<file path="config.mk">
export PLATFORM = sky130hd
export DESIGN_NAME = mfd_ram
export DESIGN_NICKNAME = d
export VERILOG_FILES = /design/src/rtl/mfd_ram.sv
export SDC_FILE = /design/constraint.sdc
export NUM_CORES = 1
export LEC_CHECK = 0
export BUFFER_PORTS_ARGS = -buffer_cell sky130_fd_sc_hd__buf_2
export CORE_AREA = 2 2 218 220
export CTS_BUF_LIST = sky130_fd_sc_hd__clkbuf_4 sky130_fd_sc_hd__clkbuf_8
export CTS_CLUSTER_SIZE = 10
export DETAILED_ROUTE_END_ITERATION = 7
export DIE_AREA = 0 0 220 222
export GPL_ROUTABILITY_DRIVEN = 0
export PLACE_DENSITY_LB_ADDON = 0.05
export SYNTH_ARGS = -nofsm -noshare
export SYNTH_HDL_FRONTEND = slang
export SYNTH_SLANG_ARGS = --single-unit
</file>
<file path="constraint.sdc">
create_clock -name clk -period 3.91 [get_ports clk]
set_input_delay 0 -clock clk [delete_from_list [all_inputs] [get_ports clk]]
set_output_delay 0 -clock clk [all_outputs]
set_load 0.01 [all_outputs]
</file>
<file path="src/rtl/mfd_ram.sv">
// Generic simple dual-port RAM: one write port, one read port with registered data.
// No dependencies.
`timescale 1ns / 1ps
`default_nettype none
module mfd_ram #(
	parameter int WIDTH = 8,
	parameter int DEPTH = 64
) (
	input  wire logic                     clk,
	input  wire logic                     we,
	input  wire logic [$clog2(DEPTH)-1:0] waddr,
	input  wire logic [WIDTH-1:0]         wdata,
	input  wire logic [$clog2(DEPTH)-1:0] raddr,
	output logic      [WIDTH-1:0]         rdata
);
	logic [WIDTH-1:0] mem [DEPTH];

	always_ff @(posedge clk) begin
		if (we) begin
			mem[waddr] <= wdata;
		end
		rdata <= mem[raddr];
	end
endmodule
`default_nettype wire

</file>
==> metrics.md, run 1 <==
| Metric | Value |
|---|---|
| Outcome | finished clean |
| Fin util | 49.08% |
| Crit path max fanout | 10 |
| Yosys top cell by area | edfxtp_1 |
| Critical Path AT | 2.64 ns |
| Max frequency | 0.4201 GHz |
| Pwr Density | 507.9 nW/um^2 |
| Synth Warn # | 0 |
| Initial core utilization | 43.60% |
| Largest net degree at the start of global routing | 65 |
| Residual DRC count | 0 |
| Sink Count | 520 |
| Core Rows | 79 |
| CTS buffer count | 85 |
| Post-synth EDFFs | 512 |
| Top-area cell type share of the netlist area | 76.24% |
| Worst hold start | wdata[0] |
| Synth cell count leaders | 512 x edfxtp_1, 126 x mux4_2, 83 x nor2_1, 23 x mux2i_1, 19 x nand2_1 |
| Number of I/O port buffers | 29 |
| RSZ-0062 raised after global routing | false |
| Reg clk slew, reported paths | 0.06 ns |
| FF+latch area | 15530 sq um |
| Post-synth ARST share | 0% |
| Antenna violations before repair | 1 |
| Fin crit share | 60.87% |
| First-pass GRT wire length | 72.66 mm |
| Mean Syn Cell Area | 21.45 sq um |
| Area Growth Syn to Fin | 12.58% |
| Min-delay worst type | input pin to register |
| Crit path required time | approximately 4.2 ns |
| Post-synthesis sequential area ratio | 77.03% |
| Top cells by area, synth | edfxtp_1 76%, mux4_2 14%, nor2_1 1.5%, mux2i_1 1.1%, dfxtp_1 0.79% |
| FILL cells | 3825 |
| Number of global-route vias before repair | 10413 |
| CP Launch Type | input pin |
| Nets | 1053 |
| Die area | 48840 sq um |
| Total GRT Usage | a little over a fifth |
| Cell Area, Synth | 20170 sq um |
| Max-slew headroom | 28.16% |
| Worst hold stages | 2 |
| HPWL after DPL | about 30 mm |
| Synth cell types | 40 |
| Drt first-iter violations | 845 |
| Synth Instances | 940 |
| Internal reg-to-reg setup slack | between 1.5 and 2 ns |
| Final ANT Viol Nets | 0 |
| Cells on worst reg2reg path | 4 |
| Via density | about 5.7 |
| Routed WL | 49.87 mm |
| Peak VDD IR | 0.2172 mV |
| RR Endpoint | rdata[2] |
| Final setup viols | 0 |
| Total negative slack | 0 ns |
| CP Class | input pin to register |
| Core region area | 46260 sq um |
| Die X | 220 um |
| Wirelength per Cell | 29.25 um |
| CTS root buf | clkbuf_8 |
| Clock latency on the worst-skew pair | 0.64 ns |
| Share of post-route cells with drive strength above 1 | 29.35% |
| Via Count | 9800 |
| Leak | 7.110 nW |
| Die height | 222 um |
| Worst-Margin Slew | roughly 1.1 ns |
| Multi-input combinational cell area | 4315 sq um |
| Endpoints failing hold | 0 |
| Final clock skew | 0.01443 ns |
| CP endpoint kind | register |
| Main synth FF type | edfxtp_1 |
| Worst reg2reg startpoint | mem[44][2] |
| 1st-pass router iterations | 5 |
| CTS tree | done |
| Final min period | 2.380 ns |
| Remaining global-route overflow | 0 |
| CTS H-tree lvls | 3 |
| Yosys reg bits | 520 |
| Maximum buffer depth of the clock tree | 3 |
| # Max-Cap Violations | 0 |
| Syn_nets | 962 |
| Max Slew Vio Count | 0 |
| Most numerous cell in the Yosys netlist | edfxtp_1 |
| I/O pins | 30 |
| Hold worst-path end | mem[16][0] |
==> cells by family (layout without fill, tap and decap cells) <==
kind of cell / count (synthesis) / count (layout) / share of synthesized area (%)
DFF: 520 / 520 / 77.03
AOI/OAI and AO/OA: 54 / 54 / 2.072
muxes: 162 / 162 / 15.94
and+or+nand+nor: 153 / 153 / 3.387
other: 0 / 1 / 0
buffers and inverters: 51 / 208 / 1.570
==> per-stage QoR <==
stage                     setup WS, ns  std cells  hold slack [ns]  total power, mW  instance area [sq um]
final                            1.530       1705          0.02338            11.53                  22700
after global placement           1.151       1546           0.3973            6.885                  20940
after global routing             1.526       1704          0.05334            11.94                  22700
after CTS                        1.604       1704          0.02405            11.68                  22700
after detailed placement         1.127       1546           0.4085            6.902                  20940
after floorplan                  2.218        940          0.09887            6.631                  20170
==> flip-flops by register name, indices dropped and copies added (netlist names) <==
name and count:
rdata 8, mem 512
==> worst max path at each step <==
| stage | start | endpoint | slack, ns |
|---|---|---|---|
| after global placement | raddr[0] | rdata[7] | 1.15 |
| after CTS | waddr[1] | mem[3][2] | 1.60 |
| after detailed placement | raddr[1] | rdata[5] | 1.13 |
| final | waddr[1] | mem[7][2] | 1.53 |
| after floorplan | mem[29][4] | rdata[4] | 2.22 |
| after global routing | waddr[1] | mem[3][2] | 1.53 |
==> layout make-up <==
cell class                 count  share of cell area (%)
tap                          607                   3.345
sequential                   520                   68.43
multi-input combinational    369                   19.01
antenna                        1                 0.01102
clock inverter                34                   1.069
timing repair buffer          55                   1.670
clock buffer                 119                   6.470
==> metal layers <==
| layer | GRT usage (%) | share of wire [%] | vias up |
|---|---|---|---|
| met2 | 32.77 | 48 | 383 |
| li1 | - | - | 4129 |
| met4 | 9.483 | 3.7 | 2 |
| met3 | 4.280 | 6.1 | 95 |
| met1 | 29.17 | 42 | 5191 |
| met5 | 0 | 0.026 | - |
==> repair_timing <==
item | in CTS | in global routing
endpoints found under the hold margin | 84 | 0
hold buffers | 5 | 0
gates resized for setup | 0 | 0
setup buffers | 0 | 0
==> where the power goes <==
| group | switching [mW] | internal (mW) | leakage [nW] | total (mW) |
|---|---|---|---|---|
| clock network | 2.07 | 2.68 | 0.908 | 4.75 |
| registers | 0.0230 | 6.17 | 4.67 | 6.20 |
| logic | 0.369 | 0.212 | 1.53 | 0.582 |
| total | 2.47 | 9.06 | 7.11 | 11.5 |
==> worst max-delay path, cell delays in order <==
cell	delay, ns
dlygate4sd3_1	0.54
buf_2	0.23
nand4_1	0.78
nor2_1	1.07
==> cells in the final DEF, fill, tap and decap left out, types with 7 or more instances in the layout <==
| cell | count |
|---|---|
| buf_2 | 26 |
| buf_4 | 22 |
| clkbuf_4 | 27 |
| clkbuf_8 | 93 |
| clkinv_1 | 22 |
| clkinv_2 | 8 |
| dfxtp_1 | 8 |
| edfxtp_1 | 512 |
| mux2_2 | 13 |
| mux2i_1 | 23 |
| mux4_2 | 126 |
| nand2_1 | 19 |
| nand2b_1 | 7 |
| nand3_1 | 13 |
| nor2_1 | 83 |
| nor2b_1 | 14 |
| nor3_1 | 7 |
| o221ai_1 | 8 |
| o22ai_1 | 8 |
(Power assumes the default switching activity.)
==> inputs of run 2 (changes only) <==
==> constraint.sdc (replaced) <==
create_clock -name clk -period 2.25 [get_ports clk]
set_input_delay 0 -clock clk [delete_from_list [all_inputs] [get_ports clk]]
set_output_delay 0 -clock clk [all_outputs]
set_load 0.01 [all_outputs]
==> metrics.md, run 2 (same netlist as run 1, synthesis figures left out) <==
| Metric | Value |
|---|---|
| Min-delay worst type | input pin to register |
| Critical Path AT | 2.58 ns |
| Final Instance Area | between 20000 and 25000 sq um |
| HPWL after DPL | about 32 mm |
| Fin crit share | 91.14% |
| Area Growth Syn to Fin | 16.84% |
| Worst reg2reg startpoint | mem[3][3] |
| ANT cells | 0 |
| Number of global-route vias before repair | 10714 |
| Pwr Density | 836.8 nW/um^2 |
| CTS buffer count | 84 |
| 1st-pass router iterations | 5 |
| Max Slew Vio Count | 0 |
| Multi-input combinational cell area | 4315 sq um |
| Sink Count | 520 |
| Worst hold start | wdata[6] |
| Final ANT Viol Nets | 0 |
| Crit path max fanout | 1 |
| FF+latch area | about 16000 sq um |
| Number of I/O port buffers | 29 |
| Antenna violations before repair | 3 |
| RR Endpoint | rdata[3] |
| Drt first-iter violations | 1012 |
| Post-Place Cells | about 1600 |
| Initial core utilization | a little over two fifths |
| Largest net degree at the start of global routing | 65 |
| Post-Place Worst Slack | 0.03727 ns |
| Final non-filler cell total | 1806 |
| Leak | between 7 and 8 nW |
| Total GRT Usage | about a fifth |
| Clock latency on the worst-skew pair | 0.66 ns |
| Via Count | 10087 |
| Worst Slack Setup Final | 0.1994 ns |
| Crit path required time | 2.78 ns |
| Max frequency | 0.4877 GHz |
| Final min period | 2.051 ns |
| Hold worst-path end | mem[57][6] |
| Cells on worst reg2reg path | 5 |
| Maximum buffer depth of the clock tree | 3 |
| Nets | 1159 |
| CTS tree | done |
| Final clock skew | between 0.03 and 0.04 ns |
| Core region area | 46260 sq um |
| CTS H-tree lvls | 3 |
| CTS root buf | clkbuf_8 |
| Worst-Margin Slew | roughly 1.3 ns |
| Residual DRC count | 0 |
| Most frequent cells in the layout | 512 x edfxtp_1, 126 x mux4_2, 109 x buf_4 |
| CP Class | register to register |
| Peak VDD IR | 0.4070 mV |
| Top reg by flops | mem |
| Largest regs | mem x512, rdata x8 |
| Leading cell type in the layout, fill and taps excluded | edfxtp_1 |
| Endpoints failing hold | 0 |
| Via density | 5.585 |
| Remaining global-route overflow | 0 |
| CP endpoint kind | register |
| Cell Area, Placed | 21810 sq um |
| Max-slew headroom | 14.80% |
| Share of post-route cells with drive strength above 1 | 34.78% |
| FILL cells | between 3000 and 4000 |
| Internal reg-to-reg setup slack | 0.20 ns |
| Die height | 222 um |
| Die X | 220 um |
| Die area | approximately 49000 sq um |
| First-pass GRT wire length | ~72 mm |
| Total negative slack | 0 ns |
| Outcome | finished clean |
| Routed WL | about 50 mm |
| Wirelength per Cell | between 20 and 30 um |
| I/O pins | 30 |
| Final setup viols | 0 |
| Core Rows | 79 |
| # Max-Cap Violations | 0 |
| Worst hold stages | 2 |
| RSZ-0062 raised after global routing | false |
| Largest register FFs | 512 |
| Reg clk slew, reported paths | 0.06 ns |
| CP Launch Type | register |
| CP Launch Point | mem[3][3] |
[run 2: cell types whose count changed in the layout (fill, tap and decap cells not counted), sizes merged]
cell,change
clkbuf,-9
inv,+1
dlygate4sd3,+9
bufinv,-2
buf,+98
clkinv,+1
diode,-1
clkinvlp,+4
[run 2: area by class of cell]
type	count	share of cell area [%]
multi-input combinational	369	18.31
clock inverter	38	0.9717
sequential	520	65.93
timing repair buffer	162	5.697
clock buffer	110	5.867
tap	607	3.223
[run 2: worst max-delay path by stage]
stage	endpoint	slack [ns]	cells past startpoint
final	rdata[3]	0.20	5
after floorplan	rdata[4]	0.56	5
after detailed placement	rdata[3]	0.04	7
after global routing	rdata[3]	0.11	5
after CTS	rdata[5]	0.22	5
after global placement	rdata[5]	0.13	7
[run 2: power breakdown]
part,total [mW],switching [mW],internal [mW]
clock,7.85,3.62,4.23
combinational,1.11,0.657,0.449
sequential,10.8,0.0383,10.7
[run 2: worst max-delay path: stages (launching register included)]
cell and delay (ns):
edfxtp_1 0.35, mux4_2 0.51, nor2b_1 0.16, a2111oi_0 0.62
buf_4 0.23, o41ai_1 0.06
[run 2: stage by stage]
| stage | util [%] | hold slack (ns) | power, mW |
|---|---|---|---|
| 3_5_place_dp | 47.15 | 0.4228 | 12.07 |
| 2_1_floorplan | - | 0.09887 | 11.52 |
| 6_report | 50.94 | 0.05371 | 19.72 |
| 4_1_cts | 50.94 | 0.01328 | 19.98 |
| 3_3_place_gp | 47.15 | 0.4082 | 12.04 |
| 5_1_grt | 50.94 | 0.06588 | 20.43 |
[run 2: per-layer routing]
layer	global-route usage, %	wire [um]
met5	0	11
met3	3.964	2796
met4	8.378	1585
met1	29.29	21280
met2	32.92	23910
[run 2: what timing repair did]
| action | in CTS | in global routing |
|---|---|---|
| resized for setup | 0 | 0 |
| hold buffers | 14 | 0 |
| setup buffers | 0 | 0 |
| hold endpoints to repair | 246 | 0 |
==> inputs of run 3 (changes only) <==
--- a/config.mk
+++ b/config.mk
@@ -5,14 +5,16 @@
 export SDC_FILE = /design/constraint.sdc
 export NUM_CORES = 1
 export LEC_CHECK = 0
+export ABC_AREA = 1
 export BUFFER_PORTS_ARGS = -buffer_cell sky130_fd_sc_hd__buf_2
-export CORE_AREA = 2 2 218 220
+export CORE_AREA = 2 2 224 226
 export CTS_BUF_LIST = sky130_fd_sc_hd__clkbuf_4 sky130_fd_sc_hd__clkbuf_8
 export CTS_CLUSTER_SIZE = 10
 export DETAILED_ROUTE_END_ITERATION = 7
-export DIE_AREA = 0 0 220 222
+export DIE_AREA = 0 0 226 228
 export GPL_ROUTABILITY_DRIVEN = 0
 export PLACE_DENSITY_LB_ADDON = 0.05
+export SLEW_MARGIN = 20
 export SYNTH_ARGS = -nofsm -noshare
 export SYNTH_HDL_FRONTEND = slang
 export SYNTH_SLANG_ARGS = --single-unit
==> metrics.md, run 3 <==
| Metric | Value |
|---|---|
| Outcome | finished clean |
| CP peak stage delay | 0.56 ns |
| Final setup viols | 0 |
| Worst-Margin Slew | slightly below 0.8 ns |
| Synth Warn # | 0 |
| Compound-cell area share of the yosys netlist | 0% |
| Largest register FFs | between 500 and 600 |
| Top-area cell type share of the netlist area | 72.05% |
| Number of global-route vias before repair | 14224 |
| CP endpoint kind | register |
| Core Rows | 82 |
| Antenna violations before repair | 0 |
| Initial core utilization | 43.24% |
| Sink Count | 520 |
| Leak | 8.973 nW |
| Drt first-iter violations | 1184 |
| Synth Instances | 1805 |
| First-pass GRT wire length | 90.77 mm |
| Syn_nets | 1827 |
| Post-synth EDFFs | 512 |
| Top reg by flops | mem |
| Share of post-route cells with drive strength above 1 | between 10 and 15% |
| Yosys reg bits | 520 |
| CTS tree | done |
| Nets | a little under 2000 |
| Main synth FF type | edfxtp_1 |
| CTS buffer count | 86 |
| Total negative slack | 0 ns |
| Most numerous cell in the Yosys netlist | nand2_1 |
| Post-synth ARST share | 0% |
| Fin crit share | 86.09% |
| Final min period | 1.937 ns |
| Number of I/O port buffers | 29 |
| ANT cells | 0 |
| Final clock skew | 0.02109 ns |
| Cell Area, Synth | 21340 sq um |
| Max-slew headroom | 46.76% |
| Final ANT Viol Nets | 0 |
| Post-synthesis sequential area ratio | 72.80% |
| Main combinational cell family by area after synthesis | simple AND/OR/NAND/NOR gates |
| Yosys top cell by area | edfxtp_1 |
| Total GRT Usage | between 20% and 30% |
| # Max-Cap Violations | 0 |
| CTS H-tree lvls | 3 |
| RSZ-0062 raised after global routing | false |
| Residual DRC count | 0 |
| Setup Fix Bufs, Post-CTS | 0 |
| Min-delay worst type | input pin to register |
| Die X | 226 um |
| Crit-path cells | dlygate4sd3_1 -> buf_2 -> inv_1 -> nand3_1 -> nand3_1 -> dlygate4sd3_1 -> nand2_1 |
| Largest net degree at the start of global routing | 102 |
| Crit path required time | 2.84 ns |
| Reg clk slew, reported paths | 0.06 ns |
| Crit path max fanout | 17 |
| Maximum buffer depth of the clock tree | 3 |
| Largest regs | mem x512, rdata x8 |
| Endpoints failing hold | 0 |
| 1st-pass router iterations | 5 |
| Core region area | about 49000 sq um |
| HPWL after DPL | between 30 and 40 mm |
| Mean Syn Cell Area | 11.82 sq um |
| Clock latency on the worst-skew pair | 0.64 ns |
| Synth Area in XOR/XNOR | 0% |
| Via density | 5.300 |
| Synth cell types | 16 |
| Peak VDD IR | 0.3994 mV |
| Top cells by area, synth | edfxtp_1 72%, nand2_1 11%, nand3_1 10%, buf_6 1.8%, nor2_1 0.99% |
| Area Growth Syn to Fin | 14.37% |
| Adder-Cell Fraction of Synth Area | 0% |
| Die height | 228 um |
| Most frequent cells in the layout | 648 x nand2_1, 512 x edfxtp_1, 439 x nand3_1 |
| Remaining global-route overflow | 0 |
| Mux cell area share after synthesis | 0% |
| Via Count | 14162 |
| Max Slew Vio Count | 0 |
| CP Launch Type | input pin |
| Pwr Total | 20.28 mW |
| Critical Path AT | 2.52 ns |
| Synth cell count leaders | 648 x nand2_1, 512 x edfxtp_1, 439 x nand3_1, 56 x nor2_1, 37 x buf_2 |
| Synthesized-area fraction occupied by and/or/nand/nor cells | 23.18% |
| Slowest CP cell | dlygate4sd3_1 |
| I/O pins | 30 |
| Max frequency | 0.5163 GHz |
| Leading cell type in the layout, fill and taps excluded | nand2_1 |
| Die area | 51530 sq um |
| Pwr Density | 830.9 nW/um^2 |
| Wirelength per Cell | 22.48 um |
| CTS root buf | clkbuf_8 |
| CP Class | input pin to register |
| Routed WL | about 60 mm |
run 3: worst paths after layout:
| check | start | end | slack, ns | cells past startpoint |
|---|---|---|---|---|
| setup / recovery | raddr[4] | rdata[1] | 0.31 | 7 |
| hold / removal | raddr[0] | rdata[0] | 0.12 | 10 |
| setup reg to reg | mem[47][1] | rdata[1] | 0.45 | 9 |
| hold reg to reg | mem[12][2] | rdata[2] | 0.81 | 8 |
run 3: timing repair:
| action | 4_1_cts | 5_1_grt |
|---|---|---|
| setup endpoints to repair | 0 | 0 |
| hold buffers | 17 | 0 |
| gates resized for setup | 0 | 0 |
| endpoints found under the hold margin | 362 | 0 |
run 3: cell type report:
class | count | area, sq um
inverter | 12 | 55.05
clock buffer | 118 | 1443
clock inverter | 33 | 214.0
tap | 672 | 840.8
sequential | 520 | 15530
multi-input combinational | 1160 | 4946
fill | 4553 | 24940
timing repair buffer | 157 | 1373
run 3: per-layer routing:
layer	part of all wire, %	up-vias	GRT usage, %	wire [um]
met4	2.6	0	8.340	1581
met3	5.4	91	3.671	3223
met5	0	-	0	0
met1	46	7038	34.28	27650
met2	46	409	36.96	27610
li1	-	6624	-	-
run 3: kinds of logic (layout without fill, tap and decap cells):
group | after synthesis | count (layout)
simple gates | 1160 | 1160
flops | 520 | 520
buf+inv | 125 | 320
run 3: power breakdown:
group	internal [mW]	switching [mW]	total, mW
clock	4.47	3.69	8.16
combinational	0.373	0.995	1.37
sequential	10.7	0.0325	10.8
total	15.6	4.72	20.3
run 3: through the flow:
step                      instance area [sq um]  hold slack [ns]  std cells  setup slack, ns  utilization [%]
final                                     24410           0.1205       2672           0.3131            49.45
after global routing                      24410           0.1273       2672           0.2934            49.45
after CTS                                 24410          0.05800       2672           0.4272            49.45
after detailed placement                  22580           0.4128       2504           0.3621            45.75
after global placement                    22580           0.4218       2504           0.3701            45.75
after floorplan                           21340          0.09887       1805           0.4839                -
run 3: worst max-delay path, delay by kind of cell:
family / cells / cell delay (ns)
simple gates: 3 / 0.42
buf+inv: 4 / 2.09
