File: src/rtl/mfd_pkg.sv
// Shared constants and RAM request types for the max-flow augmenting-path block.
// No dependencies; every other file but mfd_ram uses this package.
`timescale 1ns / 1ps
`default_nettype none
package mfd_pkg;
	localparam int VERT_BITS    = 6;
	localparam int MAX_VERTICES = 1 << VERT_BITS;
	localparam int CNT_BITS     = VERT_BITS + 1;
	localparam int CAP_BITS     = 16;
	localparam int FLOW_BITS    = 22;
	localparam int RES_ABITS    = 2 * VERT_BITS;
	localparam int RES_DEPTH    = 1 << RES_ABITS;
	localparam int STK_BITS     = VERT_BITS + CNT_BITS;
	localparam int CFG_IBITS    = 2;
	localparam int CFG_DBITS    = 7;

	localparam logic [FLOW_BITS-1:0] FLOW_MAX = {FLOW_BITS{1'b1}};
	localparam logic [CAP_BITS-1:0]  CAP_MAX  = {CAP_BITS{1'b1}};

	localparam logic [CFG_IBITS-1:0] CFG_VERTEX_COUNT  = 2'd0;
	localparam logic [CFG_IBITS-1:0] CFG_SOURCE_VERTEX = 2'd1;
	localparam logic [CFG_IBITS-1:0] CFG_SINK_VERTEX   = 2'd2;

	typedef struct packed {
		logic                 we;
		logic [RES_ABITS-1:0] waddr;
		logic [CAP_BITS-1:0]  wdata;
		logic [RES_ABITS-1:0] raddr;
	} res_req_t;

	typedef struct packed {
		logic                 we;
		logic [VERT_BITS-1:0] waddr;
		logic [VERT_BITS-1:0] wdata;
		logic [VERT_BITS-1:0] raddr;
	} par_req_t;

	typedef struct packed {
		logic                 we;
		logic [VERT_BITS-1:0] waddr;
		logic [STK_BITS-1:0]  wdata;
		logic [VERT_BITS-1:0] raddr;
	} stk_req_t;
endpackage
`default_nettype wire

File: src/rtl/mfd_ifs.sv
// Channel interfaces: capacity entry input, flow result output, register write port.
// Depends on mfd_pkg for field widths.
`timescale 1ns / 1ps
`default_nettype none
interface mfd_entry_if;
	logic                          valid;
	logic                          ready;
	logic [mfd_pkg::VERT_BITS-1:0] from_vertex;
	logic [mfd_pkg::VERT_BITS-1:0] to_vertex;
	logic [mfd_pkg::CAP_BITS-1:0]  capacity;
	logic                          last_entry;
	modport source(output valid, from_vertex, to_vertex, capacity, last_entry, input ready);
	modport sink(input valid, from_vertex, to_vertex, capacity, last_entry, output ready);
endinterface

interface mfd_result_if;
	logic                          valid;
	logic                          ready;
	logic [mfd_pkg::FLOW_BITS-1:0] total_flow;
	modport source(output valid, total_flow, input ready);
	modport sink(input valid, total_flow, output ready);
endinterface

interface mfd_cfg_if;
	logic                          valid;
	logic                          ready;
	logic [mfd_pkg::CFG_IBITS-1:0] index;
	logic [mfd_pkg::CFG_DBITS-1:0] data;
	modport source(output valid, index, data, input ready);
	modport sink(input valid, index, data, output ready);
endinterface
`default_nettype wire

File: src/rtl/mfd_engine.sv
// Sequencer for loading, depth-first path search, augmentation and store clearing.
// Depends on mfd_pkg and mfd_ifs; drives the residual, parent and stack RAMs.
`timescale 1ns / 1ps
`default_nettype none
module mfd_engine (
	input  wire logic                         clk,
	input  wire logic                         arst_n,
	mfd_entry_if.sink                         entry,
	mfd_result_if.source                      result,
	mfd_cfg_if.sink                           cfg,
	output mfd_pkg::res_req_t                 res_req,
	input  wire logic [mfd_pkg::CAP_BITS-1:0] res_rdata,
	output mfd_pkg::par_req_t                 par_req,
	input  wire logic [mfd_pkg::VERT_BITS-1:0] par_rdata,
	output mfd_pkg::stk_req_t                 stk_req,
	input  wire logic [mfd_pkg::STK_BITS-1:0] stk_rdata
);
	import mfd_pkg::*;

	localparam logic [3:0] S_CLEAR = 4'd0;
	localparam logic [3:0] S_IDLE  = 4'd1;
	localparam logic [3:0] S_START = 4'd2;
	localparam logic [3:0] S_INIT  = 4'd3;
	localparam logic [3:0] S_SCAN  = 4'd4;
	localparam logic [3:0] S_CHECK = 4'd5;
	localparam logic [3:0] S_POPLD = 4'd6;
	localparam logic [3:0] S_BP    = 4'd7;
	localparam logic [3:0] S_BPW   = 4'd8;
	localparam logic [3:0] S_BRW   = 4'd9;
	localparam logic [3:0] S_AP    = 4'd10;
	localparam logic [3:0] S_APW   = 4'd11;
	localparam logic [3:0] S_AW1   = 4'd12;
	localparam logic [3:0] S_AW2   = 4'd13;

	localparam logic [CNT_BITS-1:0]  NMAX    = CNT_BITS'(MAX_VERTICES);
	localparam logic [VERT_BITS-1:0] TOP_MAX = {VERT_BITS{1'b1}};

	logic [3:0]              state_q;
	logic [RES_ABITS-1:0]    clr_q;
	logic [CNT_BITS-1:0]     vc_q;
	logic [VERT_BITS-1:0]    src_q;
	logic [VERT_BITS-1:0]    snk_q;
	logic [VERT_BITS-1:0]    u_q;
	logic [CNT_BITS-1:0]     i_q;
	logic [VERT_BITS-1:0]    top_q;
	logic [MAX_VERTICES-1:0] seen_q;
	logic [VERT_BITS-1:0]    v_q;
	logic [CAP_BITS-1:0]     bn_q;
	logic [FLOW_BITS-1:0]    flow_q;
	logic                    out_valid_q;
	logic [FLOW_BITS-1:0]    out_flow_q;

	logic [CNT_BITS-1:0]  n;
	logic [CNT_BITS-1:0]  i_inc;
	logic                 in_acc;
	logic [CAP_BITS:0]    back_sum;
	logic [FLOW_BITS:0]   flow_sum;
	logic [CAP_BITS-1:0]  back_sat;
	logic [FLOW_BITS-1:0] flow_sat;

	assign n        = (vc_q > NMAX) ? NMAX : vc_q;
	assign i_inc    = i_q + 1'b1;
	assign entry.ready = (state_q == S_IDLE) && (!out_valid_q || !entry.last_entry);
	assign in_acc   = entry.valid && entry.ready;
	assign cfg.ready = 1'b1;
	assign result.valid = out_valid_q;
	assign result.total_flow = out_flow_q;
	assign back_sum = {1'b0, res_rdata} + {1'b0, bn_q};
	assign back_sat = back_sum[CAP_BITS] ? CAP_MAX : back_sum[CAP_BITS-1:0];
	assign flow_sum = {1'b0, flow_q} + {{(FLOW_BITS-CAP_BITS+1){1'b0}}, bn_q};
	assign flow_sat = flow_sum[FLOW_BITS] ? FLOW_MAX : flow_sum[FLOW_BITS-1:0];

	always_comb begin
		res_req = '0;
		par_req = '0;
		stk_req = '0;
		case (state_q)
			S_CLEAR: begin
				res_req.we    = 1'b1;
				res_req.waddr = clr_q;
			end
			S_IDLE: begin
				res_req.we    = in_acc;
				res_req.waddr = {entry.from_vertex, entry.to_vertex};
				res_req.wdata = entry.capacity;
			end
			S_SCAN: begin
				res_req.raddr = {u_q, i_q[VERT_BITS-1:0]};
				stk_req.raddr = top_q - 1'b1;
			end
			S_CHECK: begin
				par_req.we    = (res_rdata != '0);
				par_req.waddr = i_q[VERT_BITS-1:0];
				par_req.wdata = u_q;
				stk_req.we    = (res_rdata != '0) && (i_q[VERT_BITS-1:0] != snk_q)
					&& (top_q != TOP_MAX);
				stk_req.waddr = top_q;
				stk_req.wdata = {u_q, i_inc};
			end
			S_BP, S_AP: begin
				par_req.raddr = v_q;
			end
			S_BPW, S_APW: begin
				res_req.raddr = {par_rdata, v_q};
			end
			S_AW1: begin
				res_req.we    = 1'b1;
				res_req.waddr = {u_q, v_q};
				res_req.wdata = res_rdata - bn_q;
				res_req.raddr = {v_q, u_q};
			end
			S_AW2: begin
				res_req.we    = 1'b1;
				res_req.waddr = {v_q, u_q};
				res_req.wdata = back_sat;
			end
			default: begin
				res_req = '0;
			end
		endcase
	end

	always_ff @(posedge clk or negedge arst_n) begin
		if (!arst_n) begin
			state_q     <= S_CLEAR;
			clr_q       <= '0;
			vc_q        <= NMAX;
			src_q       <= '0;
			snk_q       <= TOP_MAX;
			u_q         <= '0;
			i_q         <= '0;
			top_q       <= '0;
			seen_q      <= '0;
			v_q         <= '0;
			bn_q        <= CAP_MAX;
			flow_q      <= '0;
			out_valid_q <= 1'b0;
			out_flow_q  <= '0;
		end else begin
			if (cfg.valid) begin
				case (cfg.index)
					CFG_VERTEX_COUNT:  vc_q  <= cfg.data;
					CFG_SOURCE_VERTEX: src_q <= cfg.data[VERT_BITS-1:0];
					CFG_SINK_VERTEX:   snk_q <= cfg.data[VERT_BITS-1:0];
					default: ;
				endcase
			end
			if (result.valid && result.ready) begin
				out_valid_q <= 1'b0;
			end
			case (state_q)
				S_CLEAR: begin
					clr_q <= clr_q + 1'b1;
					if (clr_q == {RES_ABITS{1'b1}}) begin
						state_q <= S_IDLE;
					end
				end
				S_IDLE: begin
					if (in_acc && entry.last_entry) begin
						state_q <= S_START;
					end
				end
				S_START: begin
					flow_q <= '0;
					if ({1'b0, src_q} >= n || {1'b0, snk_q} >= n || src_q == snk_q) begin
						out_valid_q <= 1'b1;
						out_flow_q  <= '0;
						clr_q       <= '0;
						state_q     <= S_CLEAR;
					end else begin
						state_q <= S_INIT;
					end
				end
				S_INIT: begin
					seen_q  <= MAX_VERTICES'(1) << src_q;
					top_q   <= '0;
					u_q     <= src_q;
					i_q     <= '0;
					state_q <= S_SCAN;
				end
				S_SCAN: begin
					if (i_q >= n) begin
						if (top_q == '0) begin
							out_valid_q <= 1'b1;
							out_flow_q  <= flow_q;
							clr_q       <= '0;
							state_q     <= S_CLEAR;
						end else begin
							top_q   <= top_q - 1'b1;
							state_q <= S_POPLD;
						end
					end else if (seen_q[i_q[VERT_BITS-1:0]]) begin
						i_q <= i_inc;
					end else begin
						state_q <= S_CHECK;
					end
				end
				S_CHECK: begin
					state_q <= S_SCAN;
					if (res_rdata == '0) begin
						i_q <= i_inc;
					end else if (i_q[VERT_BITS-1:0] == snk_q) begin
						v_q     <= snk_q;
						bn_q    <= CAP_MAX;
						state_q <= S_BP;
					end else begin
						seen_q[i_q[VERT_BITS-1:0]] <= 1'b1;
						if (top_q != TOP_MAX) begin
							top_q <= top_q + 1'b1;
							u_q   <= i_q[VERT_BITS-1:0];
							i_q   <= '0;
						end else begin
							i_q <= i_inc;
						end
					end
				end
				S_POPLD: begin
					u_q     <= stk_rdata[STK_BITS-1:CNT_BITS];
					i_q     <= stk_rdata[CNT_BITS-1:0];
					state_q <= S_SCAN;
				end
				S_BP: begin
					state_q <= S_BPW;
				end
				S_BPW: begin
					u_q     <= par_rdata;
					state_q <= S_BRW;
				end
				S_BRW: begin
					if (res_rdata < bn_q) begin
						bn_q <= res_rdata;
					end
					if (u_q == src_q) begin
						v_q     <= snk_q;
						state_q <= S_AP;
					end else begin
						v_q     <= u_q;
						state_q <= S_BP;
					end
				end
				S_AP: begin
					state_q <= S_APW;
				end
				S_APW: begin
					u_q     <= par_rdata;
					state_q <= S_AW1;
				end
				S_AW1: begin
					state_q <= S_AW2;
				end
				S_AW2: begin
					v_q <= u_q;
					if (u_q == src_q) begin
						flow_q  <= flow_sat;
						state_q <= S_INIT;
					end else begin
						state_q <= S_AP;
					end
				end
				default: begin
					state_q <= S_CLEAR;
					clr_q   <= '0;
				end
			endcase
		end
	end
endmodule
`default_nettype wire

File: src/flat_wrapper.sv
// flat-port wrapper written by rule: the top's interface ports become plain ports
module mfd_engine_flat import mfd_pkg::*;
  (clk, arst_n, res_req, res_rdata, par_req, par_rdata, stk_req, stk_rdata, entry_valid, entry_from_vertex, entry_to_vertex, entry_capacity, entry_last_entry, entry_ready, result_valid, result_total_flow, result_ready, cfg_valid, cfg_index, cfg_data, cfg_ready);
  mfd_entry_if entry_i ();
  mfd_result_if result_i ();
  mfd_cfg_if cfg_i ();
  input  wire logic clk;
  input  wire logic arst_n;
  output mfd_pkg::res_req_t res_req;
  input  wire logic [mfd_pkg::CAP_BITS-1:0] res_rdata;
  output mfd_pkg::par_req_t par_req;
  input  wire logic [mfd_pkg::VERT_BITS-1:0] par_rdata;
  output mfd_pkg::stk_req_t stk_req;
  input  wire logic [mfd_pkg::STK_BITS-1:0] stk_rdata;
  input wire logic [$bits(entry_i.valid)-1:0] entry_valid;
  input wire logic [$bits(entry_i.from_vertex)-1:0] entry_from_vertex;
  input wire logic [$bits(entry_i.to_vertex)-1:0] entry_to_vertex;
  input wire logic [$bits(entry_i.capacity)-1:0] entry_capacity;
  input wire logic [$bits(entry_i.last_entry)-1:0] entry_last_entry;
  output wire logic [$bits(entry_i.ready)-1:0] entry_ready;
  output wire logic [$bits(result_i.valid)-1:0] result_valid;
  output wire logic [$bits(result_i.total_flow)-1:0] result_total_flow;
  input wire logic [$bits(result_i.ready)-1:0] result_ready;
  input wire logic [$bits(cfg_i.valid)-1:0] cfg_valid;
  input wire logic [$bits(cfg_i.index)-1:0] cfg_index;
  input wire logic [$bits(cfg_i.data)-1:0] cfg_data;
  output wire logic [$bits(cfg_i.ready)-1:0] cfg_ready;
  assign entry_i.valid = entry_valid;
  assign entry_i.from_vertex = entry_from_vertex;
  assign entry_i.to_vertex = entry_to_vertex;
  assign entry_i.capacity = entry_capacity;
  assign entry_i.last_entry = entry_last_entry;
  assign entry_ready = entry_i.ready;
  assign result_valid = result_i.valid;
  assign result_total_flow = result_i.total_flow;
  assign result_i.ready = result_ready;
  assign cfg_i.valid = cfg_valid;
  assign cfg_i.index = cfg_index;
  assign cfg_i.data = cfg_data;
  assign cfg_ready = cfg_i.ready;
  mfd_engine u_core (.clk(clk), .arst_n(arst_n), .entry(entry_i), .result(result_i), .cfg(cfg_i), .res_req(res_req), .res_rdata(res_rdata), .par_req(par_req), .par_rdata(par_rdata), .stk_req(stk_req), .stk_rdata(stk_rdata));
endmodule
File: config.mk
export PLATFORM = sky130hd
export DESIGN_NAME = mfd_engine_flat
export DESIGN_NICKNAME = d
export VERILOG_FILES = /design/src/rtl/mfd_pkg.sv /design/src/rtl/mfd_ifs.sv /design/src/rtl/mfd_engine.sv /design/src/flat_wrapper.sv
export SDC_FILE = /design/constraint.sdc
export NUM_CORES = 1
export LEC_CHECK = 0
export BUFFER_PORTS_ARGS = -buffer_cell sky130_fd_sc_hd__buf_4
export CAP_MARGIN = 30
export CORE_ASPECT_RATIO = 0.7
export CORE_MARGIN = 5
export CORE_UTILIZATION = 45
export DETAILED_ROUTE_END_ITERATION = 10
export PLACE_DENSITY = 0.76
export SLEW_MARGIN = 20
export SYNTH_ARGS = -nofsm -noshare
export SYNTH_HDL_FRONTEND = slang
export SYNTH_SLANG_ARGS = --single-unit
export TNS_END_PERCENT = 50
File: constraint.sdc
create_clock -name clk -period 15.4 [get_ports clk]
set_input_delay 4.62 -clock clk [delete_from_list [all_inputs] [get_ports clk]]
set_output_delay 4.62 -clock clk [all_outputs]
set_load 0.02 [all_outputs]
==> reports/metrics.cfg <==
[clocking]
cts_htree_levels=4
clk_pin_slew_ns=0.08
ctsHoldBuffers=0
cts_tree=built
clock_latency_ns=0.47
cts-root-buf=clkbuf_16
cts_max_path_buffers=2
cts_buffers=17
cts_setup_buffers=0
cts-resized-gates=0
cts.sink_count=185

[sta]
fin_skew_ns=0.0164
worst_pin_slew_ns=1.08
fmax_mhz=82.2
setup_viol_count_final=0
fin_crit_sh_pct=79.0
rsz0062_at_grt=false
slew_headroom_pct=27.4
final.setup.tns_ns=0
hold_violations=0
layout_min_cycle_time_ns=12.16
slew_viol_final=0

[power_and_ir_drop]
vdd_drop_max_mv=0.0655
pwr_density_cell_mw_per_mm2=76.2
power_leakage_nw=7.27

[yosys]
synth_xor_area_share_pct=3.88
synthMuxAreaShare_pct=4.19
synth_top_family_by_area=compound AO/OA/AOI/OAI gates
synth_edf_count=0
synthCells=1694
syn_nets=1844
synth_seq_cells=185
synth_flop_cell=dfrtp_1
synth_cell_type_count=76
synth_fa_ha_area_share_pct=6.83
synth-warning-count=0
syn_avg_cell_area_um2=7.99
synth-simple-area-share_pct=19.5
synth_seq_area_share_pct=34.4
netlist_area_mm2=0.0135
synth_compound_area_share_pct=24.9
synth-async-reset-ratio_pct=100

[die]
die_w_um=217
die-area_mm2=0.0337
rows=53
initial_utilization_pct=45.3
fp.dieH_um=155
pin_count=189
core_region_area_mm2=0.0298

[placement]
portBuffers=187
gp_congestion=0.988
hpwl_mm=34.5
dp.cells=2160

[setup_path]
cp_max_fo=3
cp_num_buf_inv=4
timing.critical_path.arrival_ns=7.54
cpMaxStageDelayCell=fa_1
critical-path-max-stage-delay_ns=0.48
endpoint_kind=output pin
cp.required_ns=10.78
regToRegSetupSlack_ns=11.76
startpoint_type=primary input
crit_chain=buf_4 -> inv_1 -> ha_1 -> inv_1 -> fa_1 -> a211oi_1 -> o211ai_1 -> a41oi_1 -> o21ai_0 -> a31oi_1 -> xnor2_1 -> a22oi_1 -> o211ai_1 -> buf_4
cp_top_family=compound AO/OA/AOI/OAI gates
path_class=in2out

[global_routing]
track_usage_pct=27.8
grt_pass1_wl_mm=74.4
grt_max_degree=76
grt_pass1_vias=12990
grt_overflow=0
antenna_found_initial=0

[cells_and_area]
final_common_cell=a21oi_1
antennaDiodeCount=0
layout_common_cells=a21oi_1, buf_4, nor2_1
syn_to_final_growth_pct=16.8
nets=1948
final_cell_count_no_fill=2196
drive_gt1_share_pct=17.7

[worst_hold_path]
hp-class=reg2reg

[drt]
wl_per_cell_um=21.8
avgViaCountPerCell=6.35
via_count=13949
wl_mm=47.8
ant_nets=0
first_pass_iters=6
route.detailed.drc=0
drt_iter0_drc=2089

[run]
drv_cap=0

[run_status]
status=complete, no violations

## stage by stage
step	util (%)	hold slack, ns	power [mW]	setup slack (ns)	area (um2)
after floorplan	-	0.459	0.648	3.99	13500
after global placement	50.5	0.484	0.719	3.00	15100
after detailed placement	50.6	0.495	0.723	3.32	15100
after CTS	52.7	0.512	1.20	3.31	15700
after global routing	53.0	0.522	1.25	3.06	15800
final	53.0	0.512	1.20	3.24	15800
## layer usage
layer / up-vias / track usage (%) / wire length (um)
met3: 109 / 7.55 / 6020
met2: 887 / 38.1 / 19400
li1: 6262 / - / -
met1: 6691 / 41.9 / 20600
met5: - / 0 / 0
met4: 0 / 10.1 / 1710
## state kept, by name (all words and copies together), names as in the netlist, 7 cells and up
signal / flops
u_core.seen_q: 64
u_core.flow_q: 22
u_core.result.total_flow: 22
u_core.bn_q: 16
u_core.clr_q: 12
u_core.i_q: 7
u_core.vc_q: 7
## worst reg2reg max path, stage by stage (launching register included)
cell and delay (ns):
dfstp_2 0.55, clkinv_1 0.23, nand2_1 0.21, ha_1 0.18
nor4b_1 0.06, o21bai_1 0.19, a211oi_1 0.09, o21ai_0 0.85
nor2_1 0.14, nor2_1 0.62, o21ai_0 0.21, a22o_1 0.22
## final timing paths
kind                                        start                 to  depth (start not counted)
worst max-delay path                 res_rdata[0]        res_req[26]                         14
worst min-delay path            u_core.seen_q[20]  u_core.seen_q[20]                          2
worst max register to register     u_core.vc_q[6]    u_core.top_q[5]                         11
worst min register to register  u_core.seen_q[20]  u_core.seen_q[20]                          2
max in group asynchronous                  arst_n   u_core.seen_q[7]                          3
min in group asynchronous                  arst_n  u_core.flow_q[13]                          1
## Yosys cell counts, drive strengths merged, types with 5 or more instances
cell type    n  share of area, %
a22oi       29               1.6
o22ai        6              0.28
clkbuf      89               2.5
nand3       76               2.8
inv         73               2.0
a21oi      222               8.2
mux2        18               1.5
nand3b       5              0.28
nor4        10              0.51
dfrtp      162                30
a31oi       23               1.1
nand2      121               3.4
a22o         6              0.39
nor2b       22               1.0
or3          7              0.32
nand2b      21              0.97
xor2        24               1.6
nor3        31               1.1
ha          69               6.4
a222oi       9              0.67
a221o        8              0.59
o21a         8              0.44
a21o        10              0.55
dfstp       23               4.5
mux4         8               1.4
mux2i       18               1.3
o21bai      13              0.72
o21ai      165               6.2
a211oi      15              0.83
buf         42               1.7
xnor2       36               2.3
o211ai      15              0.83
nand4       10              0.46
and2        10              0.46
nor2       187               5.2
and3        44               2.0
## logic make-up (layout without fill, tap and decap cells)
kind of cell | Yosys count | after routing
mux | 44 | 44
flops | 185 | 185
compound gates | 567 | 567
xor+xnor | 60 | 60
fa+ha+maj | 72 | 72
other cells | 1 | 1
simple gates | 560 | 560
buf+inv | 205 | 322
## power by group
group / leakage, nW / internal, mW / switching, mW
clock network: 0.309 / 0.263 / 0.218
registers: 2.46 / 0.502 / 0.0308
logic: 4.51 / 0.0773 / 0.113
## cell type report
class                           count  area, um2
Multi-Input combinational cell   1304       8090
Clock inverter                     15        211
Timing Repair Buffer              216       1660
Tap cell                          385        482
Fill cell                        2761      14000
Inverter                           74        278
Sequential cell                   185       4660
Clock buffer                       17        425
(Power assumes the default switching activity.)
